$ cat config.mk
export PLATFORM = sky130hd
export DESIGN_NAME = mcw_ctrl
export DESIGN_NICKNAME = d
export VERILOG_FILES = /design/src/rtl/core/mcw_pkg.sv /design/src/rtl/core/mcw_ctrl.sv
export VERILOG_INCLUDE_DIRS = /design/src /design/src/rtl/core
export SDC_FILE = /design/constraint.sdc
export NUM_CORES = 1
export LEC_CHECK = 0
export BUFFER_PORTS_ARGS = -buffer_cell sky130_fd_sc_hd__buf_2
export CAP_MARGIN = 25
export CORE_AREA = 4 4 41 43
export DETAILED_ROUTE_END_ITERATION = 8
export DIE_AREA = 0 0 45 47
export SLEW_MARGIN = 20
export SYNTH_ARGS = -nofsm -noshare
export SYNTH_HDL_FRONTEND = slang
export SYNTH_SLANG_ARGS = --single-unit
$ cat constraint.sdc
create_clock -name clk_i -period 4.3 [get_ports clk_i]
set_input_delay 0.645 -clock clk_i [delete_from_list [all_inputs] [get_ports clk_i]]
set_output_delay 0.645 -clock clk_i [all_outputs]
set_load 0.005 [all_outputs]
$ cat src/rtl/core/min_cover_window_core_macros.svh
// assertion macros shared by the min cover window rtl
`ifndef MIN_COVER_WINDOW_CORE_MACROS_SVH
`define MIN_COVER_WINDOW_CORE_MACROS_SVH

// same-cycle implication, checked out of reset
`define MCW_ASSERT(lbl, prop, msg) \
  lbl: assert property (@(posedge clk_i) disable iff (!rst_ni) prop) else $error(msg);

// next-cycle implication, checked out of reset
`define MCW_ASSERT_NEXT(lbl, ante, cons, msg) \
  lbl: assert property (@(posedge clk_i) disable iff (!rst_ni) ante |=> cons) else $error(msg);

`endif

$ cat src/rtl/core/mcw_pkg.sv
// types and constants of the min cover window block
`timescale 1ns / 1ps
`default_nettype none

package mcw_pkg;

  localparam int unsigned POS_IN_W   = 32;
  localparam int unsigned WORD_IN_W  = 10;
  localparam int unsigned NWORDS_W   = 11;
  localparam int unsigned LEN_W      = 32;
  localparam int unsigned S_TDATA_W  = 48;
  localparam int unsigned M_TDATA_W  = 32;
  localparam int unsigned M_TUSER_W  = 2;
  localparam int unsigned EPOCH_W    = 8;

  localparam logic [LEN_W-1:0]    ALL_ONES32  = '1;
  localparam logic [EPOCH_W-1:0]  EPOCH_FIRST = EPOCH_W'(1);
  localparam logic [EPOCH_W-1:0]  EPOCH_LAST  = '1;
  localparam logic [EPOCH_W-1:0]  EPOCH_CLEAR = '0;

  typedef enum logic [2:0] {
    ST_CLEAR,
    ST_IDLE,
    ST_LOOKUP,
    ST_HEAD_RD,
    ST_HEAD_LP,
    ST_HEAD_CMP,
    ST_SPAN,
    ST_DONE
  } mcw_state_e;

  typedef struct packed {
    logic accept;
    logic push;
    logic head_rd;
    logic head_lp;
    logic pop;
    logic span;
    logic load_out;
    logic clear_set;
    logic clear_wr;
  } mcw_cmd_t;

  typedef struct packed {
    logic in_range;
    logic head_match;
    logic fill_one;
    logic out_busy;
    logic clear_last;
    logic epoch_wrap;
    logic last;
  } mcw_status_t;

endpackage

`default_nettype wire

$ cat src/rtl/core/mcw_ctrl.sv
// controller state machine sequencing store sweep, lookup, push, head drop and result
`timescale 1ns / 1ps
`default_nettype none
`include "min_cover_window_core_macros.svh"

module mcw_ctrl
  import mcw_pkg::*;
(
  input  wire logic        clk_i,
  input  wire logic        rst_ni,
  input  wire logic        in_valid_i,
  output logic             in_ready_o,
  input  wire mcw_status_t st_i,
  output mcw_cmd_t         cmd_o
);

  mcw_state_e state_q, state_d;

  always_ff @(posedge clk_i or negedge rst_ni) begin
    if (!rst_ni) begin
      state_q <= ST_CLEAR;
    end else begin
      state_q <= state_d;
    end
  end

  always_comb begin
    state_d    = state_q;
    cmd_o      = '0;
    in_ready_o = 1'b0;
    case (state_q)
      ST_CLEAR: begin
        cmd_o.clear_wr = 1'b1;
        if (st_i.clear_last) begin
          state_d = ST_IDLE;
        end
      end
      ST_IDLE: begin
        in_ready_o = 1'b1;
        if (in_valid_i) begin
          cmd_o.accept = 1'b1;
          state_d      = ST_LOOKUP;
        end
      end
      ST_LOOKUP: begin
        if (st_i.in_range) begin
          cmd_o.push = 1'b1;
          state_d    = ST_HEAD_RD;
        end else begin
          state_d = ST_DONE;
        end
      end
      ST_HEAD_RD: begin
        cmd_o.head_rd = 1'b1;
        state_d       = ST_HEAD_LP;
      end
      ST_HEAD_LP: begin
        cmd_o.head_lp = 1'b1;
        state_d       = ST_HEAD_CMP;
      end
      ST_HEAD_CMP: begin
        if (st_i.head_match) begin
          state_d = ST_SPAN;
        end else begin
          cmd_o.pop = 1'b1;
          state_d   = st_i.fill_one ? ST_SPAN : ST_HEAD_RD;
        end
      end
      ST_SPAN: begin
        cmd_o.span = 1'b1;
        state_d    = ST_DONE;
      end
      ST_DONE: begin
        if (!st_i.last) begin
          state_d = ST_IDLE;
        end else if (!st_i.out_busy) begin
          cmd_o.load_out  = 1'b1;
          cmd_o.clear_set = 1'b1;
          state_d         = st_i.epoch_wrap ? ST_CLEAR : ST_IDLE;
        end
      end
      default: begin
        state_d = ST_IDLE;
      end
    endcase
  end

  `MCW_ASSERT(a_newest_kept, (state_q == ST_HEAD_CMP && !st_i.head_match) |-> !st_i.fill_one, "newest entry dropped")
  `MCW_ASSERT(a_no_overwrite, cmd_o.load_out |-> !st_i.out_busy, "result overwritten")

endmodule

`default_nettype wire

==> results of run 1 <==
==> synth_stat cells (all sizes together) <==
cell	n
a21oi	2
a31o	1
a41oi	1
and2	3
buf	2
dfrtp	3
ha	4
inv	3
mux2	1
mux2i	1
nand2	3
nand2b	2
nand3	1
nor2	5
nor2b	4
nor3	1
nor4	1
o21ai	1
o21bai	1
o22ai	1
o32a	1
==> report_power, final <==
group / internal (mW) / total [mW] / switching [mW] / leakage [nW]
registers: 0.0439 / 0.0692 / 0.0253 / 0.0350
logic: 0.103 / 0.195 / 0.0924 / 0.209
clock network: 0.0347 / 0.0483 / 0.0136 / 0.0150
==> stage by stage <==
stage | instance area (um2) | std cells
floorplan | 350 | 42
global route | 475 | 78
detailed placement | 449 | 74
CTS | 475 | 78
global placement | 449 | 74
finish | 475 | 78
==> final timing paths <==
path | from | to | slack, ps
worst max register to register | state_q[0] | state_q[1] | 2720
max in group asynchronous | rst_ni | state_q[1] | 3990
worst min register to register | state_q[1] | state_q[1] | 570
worst max-delay path | state_q[1] | cmd_o[8] | 2300
worst min-delay path | rst_ni | state_q[2] | 200
min in group clk_i | state_q[1] | state_q[1] | 570
==> cells by family (layout without fill, tap and decap cells) <==
| logic type | after synthesis | in the layout | synth area share [%] |
|---|---|---|---|
| buffers and inverters | 5 | 26 | 7.50 |
| and+or+nand+nor | 20 | 20 | 30.0 |
| AOI/OAI and AO/OA | 8 | 8 | 19.6 |
| DFF | 3 | 3 | 21.4 |
| muxes | 2 | 2 | 7.14 |
| adders and majority gates | 4 | 4 | 14.3 |
==> worst register-to-register path: cells and delay by family (launching register included) <==
family	cells	cell delay, ps
AO/OA/AOI/OAI	2	310
flip-flops	1	370
multiplexers	1	320
adder cells (fa/ha/maj)	1	260
AND/OR/NAND/NOR	1	110
buffers and inverters	1	90
==> cell type report <==
cell class              count  area, um2
fillers                   157        826
multi-input cells          34        249
inverters                   3       11.3
clock buffers               4       26.3
flip-flops and latches      3       75.1
repair buffers             19       95.1
well taps                  15       18.8
==> routing by layer <==
metal	up-vias	wire (um)	part of all wire, %
met1	157	326	41
met3	0	51	6.5
met5	-	0	0
met4	0	0	0
li1	185	-	-
met2	7	407	52
==> results.md, run 1 <==
* Post-Syn Instances at 42
* Synth-to-layout area growth at 35.7%
* Grt total ovfl at 0
* Place WS at ~2500 ps
* Area contributors post-synth: dfrtp_1 (21%), ha_1 (14%), and2_1 (5.4%)
* Clock tree sinks at 3
* CP bufs+invs at 2
* WP depth at 5
* Top flop regs: state_q (3)
* Via density at about 4.5
* Initial detailed-routing violation count at 1
* # resized after CTS at 0
* Longest Clk Path Bufs at 2
* Startpoint types: flip-flop
* Area leader, netlist: dfrtp_1
* Clk_lat worst skew at ~230 ps
* Most frequent cells in the layout: buf_2 (19), nor2_1 (5), ha_1 (4)
* PD cells at approximately 660 mW/mm2
* Setup Buffers After CTS at 0
* Arr. time, crit path at approximately 1400 ps
* Dpl hpwl at 644 um
* Status: finished, final reports clean
* First-pass GRT wire length at around 1.3 mm
* Synth Net Count at 56
* Nets at just under 80
* Die Wd at 45 um
* Achievable frequency at between 0.4 and 0.5 GHz
* Fin crit share at between 40% and 50%
* Num CTS Buffers at 3
* Final Setup Violations at 0
* Critical path, cell by cell: inv_1, ha_1, nor2b_2, and2_1, buf_2
* Initial antenna violation count at 0
* Met1 Use GR at roughly a tenth
* Worst VDD drop at 0.372 mV
* Worst setup margin at approximately 2300 ps
* Delay-heaviest family, CP: flip-flops
* Routability cong. at 0.763
* Met3 usage at between 2 and 3%
* CP Class: flip-flop to output pin
* Root buf cell: clkbuf_4
* Worst-margin pin slew at around 430 ps
* M2 GR Usage at between 10% and 20%
* Distinct cells, synth at 23
* Final wirelength at just under 800 um
* Worst setup EP type: output pin
* Max Clock Skew at ~1 ps
* Largest net degree at the start of global routing at 14
* Vias in the first global route at between 300 and 400
* Worst EP required at 3650 ps
* Vias at 349
* Global routing's busiest layer: met2
* Clk pin slew, worst setup/hold paths at roughly 40 ps
* Length of the first detailed-routing pass in iterations at 4
* Core area at ~0.0013 mm2
* Slew HR at 71.5%
* Commonest non-fill, non-tap cell in the layout: buf_2
* # H-tree levels at 1
* Register area share after synthesis at between 20% and 30%
* Final hold vios at 0
* Yosys reg bits at 3
* Starting Density at a little over a quarter
* DRT antenna net count at 0
* Ports at 20
* Die H at roughly 47 um
* CTS Hold Bufs at 0
* Max reg flops at 3
* Max_cap viols at 0
* Hold slack at approximately 200 ps
* Total GRT Usage at just under 9%
* Fin. max-slew vios at 0
* CP max stage delay at ~370 ps
* TritonCTS clock tree: built
* Power Total at between 300 and 400 uW
* Synthesized area at 350 um2
* Yosys top cell area share at a little over a fifth
* Leak Pwr at approximately 0.26 nW
* Hold Path Class: input pin to asynchronous set/reset pin
* Share of layout cells above drive strength 1 at between 40% and 50%
* Synth warnings at 0
* Wirelength per Cell at 10.1 um
* Top reg by flops: state_q
* Row cnt at 13
* Synth Area per Inst at between 8 and 9 um2
* RSZ-0062 raised after global routing: no
* Period minus WS final at approximately 2000 ps
* PortBufs at 19
* CP max stage cell: dfrtp_1
* Die ar. at 0.00212 mm2
* Antenna cells at 0
* Worst-path fanout max at 6
* # DRC at 0
* Utilization after layout at a little over a third
* Worst R2R Path Depth at 6
* Setup Total Neg Slack at 0 ps
Note: power is estimated with default switching activity, not from simulation.
==> run 2: changes to the inputs <==
==> constraint.sdc (replaced) <==
create_clock -name clk_i -period 1.7 [get_ports clk_i]
set_input_delay 0.255 -clock clk_i [delete_from_list [all_inputs] [get_ports clk_i]]
set_output_delay 0.255 -clock clk_i [all_outputs]
set_load 0.005 [all_outputs]
==> run 2 against run 1 <==
Clock skew increased by 3.3 ps. Combinational power grew to 2.7 times the previous value. First-iteration DRC count rose to 9.0 times the previous value. Utilization grew 1.7 points. Global-route usage increased by 0.72 points. Total power rose to 2.7 times the previous value. Worst hold slack improved by 120 ps. Non-clock buffer count rose by 1. Design area up 4.7%. Via count rose by 2.3%. Largest cell class unchanged.
==> results.md, run 2 (synthesis gave the netlist of run 1 again) <==
* Clk_lat worst skew at 230 ps (about the same)
* Startpoint types: flip-flop
* Leak Pwr at 0.263 nW (+1.7%)
* Hold Path Class: input pin to flip-flop
* Worst setup margin at 95.5 ps (-2200 ps)
* Fin. max-slew vios at 0 (unchanged)
* Setup Total Neg Slack at 0 ps (unchanged)
* Worst setup EP type: output pin
* Dpl cell area at 449 um2 (unchanged)
* Starting Density at 26.9% (unchanged)
* Achievable frequency at 0.623 GHz
* Power Total at 830 uW (+170%)
* DRT antenna net count at 0 (unchanged)
* Length of the first detailed-routing pass in iterations at 4 (unchanged)
* Clock tree sinks at 3 (unchanged)
* Longest Clk Path Bufs at 2 (unchanged)
* Via density at 4.52 (+1.0%)
* Die H at 47 um (unchanged)
* Max_cap viols at 0 (unchanged)
* First-pass GRT wire length at 1.38 mm (+6.4%)
* Final hold vios at 0 (unchanged)
* Status: finished, final reports clean
* Synth-to-layout area growth at 42.1%
* Placed Instances at 74 (unchanged)
* Routability cong. at 0.802 (+5.2%)
* RSZ-0062 raised after global routing: no
* Arr. time, crit path at 1350 ps (about the same)
* # H-tree levels at 1 (unchanged)
* Max Clock Skew at 4.32 ps (+3.33 ps)
* Fill cell count at 142 (-9.6%)
* Num CTS Buffers at 3 (unchanged)
* Worst-margin pin slew at 404 ps (-23.8 ps)
* PD cells at 1670 mW/mm2 (+150%)
* CP Class: flip-flop to output pin
* Final wirelength at 855 um (+8.8%)
* TritonCTS clock tree: built
* Antenna cells at 0 (unchanged)
* Worst EP required at 1440 ps (-2210 ps)
* Initial detailed-routing violation count at 9 (+8)
* Top flop regs: state_q (3)
* Largest net degree at the start of global routing at 14 (unchanged)
* Initial antenna violation count at 0 (unchanged)
* Vias at 357 (+2.3%)
* Dpl hpwl at 713 um (+11%)
* Vias in the first global route at 310 (-7.2%)
* Worst-path fanout max at 6 (unchanged)
* Fin crit share at approximately 94%
* Most frequent cells in the layout: buf_2 (19), nor2_1 (5)
* Total GRT Usage at 9.42% (+0.72 points)
* Share of layout cells above drive strength 1 at 43.8% (+0.89 points)
* Die ar. at 0.00212 mm2 (unchanged)
* Root buf cell: clkbuf_4
* Row cnt at 13 (unchanged)
* Slew HR at 73.0% (+1.6 points)
* Commonest non-fill, non-tap cell in the layout: buf_2
* Worst VDD drop at 0.822 mV (+120%)
* Wirelength per Cell at 10.8 um (+7.4%)
* PortBufs at 19 (unchanged)
* CP max stage delay at 400 ps (+30 ps)
* Nets at 79 (+1.3%)
* Place WS at 135 ps (-2410 ps)
* Critical path, cell by cell: inv_1, ha_4, nor2b_2, and2_1, buf_2
* CP max stage cell: dfrtp_1
* Final Setup Violations at 0 (unchanged)
* Final std cell area, no fill at 498 um2 (+4.7%)
* Ports at 20 (unchanged)
* Max reg flops at 3 (unchanged)
* Top reg by flops: state_q
* # DRC at 0 (unchanged)
* Die Wd at 45 um (unchanged)
* Core area at 0.00130 mm2 (unchanged)
* Clk pin slew, worst setup/hold paths at 40 ps (about the same)
* Period minus WS final at ~1600 ps
* Grt total ovfl at 0 (unchanged)
* Final non-filler cell total at 79 (+1.3%)
run 2: what timing repair did:
item | 4_1_cts | 5_1_grt
endpoints found under the hold margin | 3 | 0
endpoints found under the setup margin | 0 | 1
setup buffers | 0 | 0
hold buffers | 1 | 0
resized for setup | 0 | 2
run 2: cell type report:
class / instances / area (um2) / share of cell area (%)
timing repair buffer: 20 / 105 / 21.1
clock buffer: 4 / 26.3 / 5.28
sequential: 3 / 75.1 / 15.1
multi-input combinational: 34 / 262 / 52.5
tap: 15 / 18.8 / 3.77
inverter: 3 / 11.3 / 2.26
run 2: layer usage:
layer | track usage [%] | up-vias | share of wire [%]
met2 | 15.3 | 11 | 52
li1 | - | 188 | -
met3 | 6.90 | 0 | 7.3
met1 | 10.8 | 158 | 41
met5 | 0 | - | 0
met4 | 0 | 0 | 0
run 2: final timing paths:
kind	start	to	slack (ps)	depth (start not counted)
setup reg to reg	state_q[0]	state_q[1]	110	6
min in group asynchronous	rst_ni	state_q[1]	350	2
hold reg to reg	state_q[1]	state_q[1]	590	1
setup / recovery	state_q[1]	cmd_o[8]	100	5
hold / removal	st_i[3]	state_q[2]	320	3
max in group asynchronous	rst_ni	state_q[0]	1230	2
run 2: through the flow:
stage / utilization [%] / hold WS, ps
CTS: 37.3 / 310
finish: 38.3 / 320
global route: 38.3 / 317
detailed placement: 34.5 / 57.3
global placement: 34.5 / 58.2
floorplan: - / -40.6
run 2: critical path, delay by kind of cell, from the launching register on:
kind          cells  cell delay [ps]
flops             1              400
buf+inv           2              230
fa+ha+maj         1              190
simple gates      2              310
run 2: power by group:
| part | total (mW) | switching (mW) | internal [mW] |
|---|---|---|---|
| Sequential | 0.181 | 0.0700 | 0.111 |
| Clock | 0.125 | 0.0374 | 0.0879 |
| Combinational | 0.524 | 0.244 | 0.279 |
==> run 3: changes to the inputs <==
--- a/config.mk
+++ b/config.mk
@@ -6,6 +6,7 @@
 export SDC_FILE = /design/constraint.sdc
 export NUM_CORES = 1
 export LEC_CHECK = 0
+export ABC_AREA = 1
 export BUFFER_PORTS_ARGS = -buffer_cell sky130_fd_sc_hd__buf_2
 export CAP_MARGIN = 25
 export CORE_AREA = 4 4 41 43
==> run 3 against run 2 <==
Register-to-register slack better by 320 ps. Via count rose by 15%. Worst setup slack better by 54 ps. Worst hold slack lost 2.6 ps. Total power is 3.4% lower. Critical path depth rose by 1. Synthesized cell count up 43%. Design area is 4.0% higher. Combinational power is 6.3% lower. Utilization up 1.5 points. Clock skew fell by 1.4 ps. Critical endpoint is now cmd_o[2]. Largest power group unchanged. Highest routed layer unchanged.
==> results.md, run 3 <==
* First-pass GRT wire length at 1.32 mm (-4.6%)
* Share of layout cells above drive strength 1 at 45.1% (+1.4 points)
* Vias at 409 (+15%)
* Die Wd at 45 um (unchanged)
* Worst VDD drop at 0.611 mV (-26%)
* Worst-path fanout max at 4 (-2)
* Area contributors post-synth: dfrtp_1 (20%), nand2_1 (17%), ha_1 (13%)
* # DRC at 0 (unchanged)
* Critical R2R Capture: state_q[0]
* Synthesized area at 378 um2 (+7.9%)
* Routability cong. at 0.749 (-6.7%)
* Worst R2R Path Depth at 9 (+3)
* Ys async rst share at 100% (unchanged)
* Max reg flops at 3 (unchanged)
* Total GRT Usage at 8.47% (-0.96 points)
* Startpoint types: flip-flop
* Length of the first detailed-routing pass in iterations at 4 (unchanged)
* # H-tree levels at 1 (unchanged)
* Longest Clk Path Bufs at 2 (unchanged)
* Top reg by flops: state_q
* Max Clock Skew at 2.96 ps (-1.36 ps)
* Initial detailed-routing violation count at 6 (-3)
* WHS Endpoint: state_q[2]
* Post-Syn Instances at 60 (+43%)
* PD cells at 1550 mW/mm2 (-7.2%)
* PortBufs at 19 (unchanged)
* Final Setup Violations at 0 (unchanged)
* Clock tree sinks at 3 (unchanged)
* Utilization after layout at 39.8% (+1.5 points)
* Hold slack at 317 ps (-2.55 ps)
* Row cnt at 13 (unchanged)
* Via density at 4.22 (-6.7%)
* Root buf cell: clkbuf_4
* Die ar. at 0.00212 mm2 (unchanged)
* R2R Setup Slk at 430 ps (+320 ps)
* Vias in the first global route at 360 (+16%)
* Synth cell count leaders: nand2_1 (17), inv_1 (9), nor2_1 (7)
* Grt total ovfl at 0 (unchanged)
* Dpl hpwl at 684 um (-4.0%)
* Synth-to-layout area growth at 37.1%
* Max_cap viols at 0 (unchanged)
* Final hold vios at 0 (unchanged)
* Core area at 0.00130 mm2 (unchanged)
* TritonCTS clock tree: built
* Arr. time, crit path at 1300 ps (-50 ps)
* Status: finished, final reports clean
* Yosys top cell area share at 19.9% (-1.6 points)
* Hold Startpoint: st_i[3]
* Fin. max-slew vios at 0 (unchanged)
* RSZ-0062 raised after global routing: no
* Fin crit share at 91.2% (-3.1 points)
* Setup Total Neg Slack at 0 ps (unchanged)
* Worst-margin pin slew at 258 ps (-146 ps)
* Antenna cells at 0 (unchanged)
* Synth warnings at 0 (unchanged)
* Area leader, netlist: dfrtp_1
* Largest net degree at the start of global routing at 12 (-2)
* Count leader, synth: nand2_1
* Starting Density at 29.0% (+2.1 points)
* Die H at 47 um (unchanged)
* Clk pin slew, worst setup/hold paths at 40 ps (about the same)
* Worst reg2reg path startpoint: state_q[0]
* EDFF count, synth at 0 (unchanged)
* Num CTS Buffers at 3 (unchanged)
* Synth Area per Inst at 6.30 um2 (-25%)
* Commonest non-fill, non-tap cell in the layout: buf_2
* Yosys reg bits at 3 (unchanged)
* Leak Pwr at 0.334 nW (+27%)
* Hold Path Class: input pin to flip-flop
* Initial antenna violation count at 0 (unchanged)
* CP Class: flip-flop to output pin
* Achievable frequency at 0.645 GHz (+3.5%)
* Crit path launch: state_q[0]
* DRT antenna net count at 0 (unchanged)
* Most frequent cells in the layout: buf_2 (19), nand2_1 (17), inv_1 (9)
* Slew HR at 82.8% (+9.7 points)
* Worst Hold Depth at 3 (unchanged)
* Final wirelength at 816 um (-4.6%)
* Register area share after synthesis at 19.9% (-1.6 points)
* Worst EP required at 1440 ps (about the same)
* Wirelength per Cell at 8.41 um (-22%)
* Top flop regs: state_q (3)
* Worst setup EP type: output pin
* Power Total at 802 uW (-3.4%)
* Clk_lat worst skew at 230 ps (about the same)
* Distinct cells, synth at 18 (-22%)
* Period minus WS final at 1550 ps (-53.5 ps)
* Ports at 20 (unchanged)
* Nets at 97 (+23%)
* Synth Net Count at 74 (+32%)
* Synth Flop Type: dfrtp_1
run 3: cell count changes in the layout (fill, tap and decap cells not counted), sizes merged, moves of 2 or more:
cell and change:
and2 -3, inv +10, nand2 +17, nand2b -2, nand3 +2, nor2 +5, nor2b -4
run 3: area by class of cell:
type / instances / area (um2)
clock buffer: 4 / 26.3
fill: 151 / 783
inverter: 13 / 48.8
multi-input combinational: 42 / 243
sequential: 3 / 76.3
tap: 15 / 18.8
timing repair buffer: 20 / 105
run 3: cell families (layout without fill, tap and decap cells):
| group | Yosys count | in the layout | synth area share, % |
|---|---|---|---|
| adder cells (fa/ha/maj) | 4 | 4 | 13.2 |
| buffers and inverters | 15 | 37 | 17.9 |
| flip-flops | 3 | 3 | 19.9 |
| AND/OR/NAND/NOR | 36 | 36 | 46.4 |
| AO/OA/AOI/OAI | 2 | 2 | 2.65 |
run 3: metal layers:
metal | vias to the layer above | track usage (%) | share of wire (%)
met4 | 0 | 5.26 | 0
li1 | 222 | - | -
met2 | 11 | 14.7 | 52
met1 | 176 | 9.13 | 40
met5 | - | 0 | 0
met3 | 0 | 2.30 | 8.0
run 3: worst max path at each step:
| stage | depth (start not counted) | slack (ps) | end |
|---|---|---|---|
| 6_report | 6 | 150 | cmd_o[2] |
| 3_3_place_gp | 5 | 360 | cmd_o[1] |
| 4_1_cts | 5 | 80 | cmd_o[2] |
| 3_5_place_dp | 5 | 340 | cmd_o[2] |
| 2_1_floorplan | 6 | 440 | cmd_o[2] |
| 5_1_grt | 6 | 30 | cmd_o[2] |
run 3: power breakdown:
group / switching [mW] / internal (mW) / leakage (nW)
clock network: 0.0377 / 0.0880 / 0.0150
logic: 0.274 / 0.218 / 0.284
registers: 0.0715 / 0.113 / 0.0344
total: 0.383 / 0.419 / 0.334
run 3: repair_timing:
item	CTS	global route
endpoints found under the setup margin	0	3
hold buffers	1	0
buffers inserted	0	0
endpoints found under the hold margin	3	0
gates resized for setup	0	3
run 3: worst max-delay path: stages, from the launching register on:
cell and delay, ps:
dfrtp_1 400, ha_1 220, nand2_1 60, inv_1 100, nand2_1 60, nor2_1 100
buf_2 130
run 3: stage by stage:
stage,cells,area [um2],worst slack (ps)
floorplan,60,378,437
global placement,92,473,358
detailed placement,92,473,340
CTS,97,509,77.5
global route,97,518,25.4
finish,97,518,149
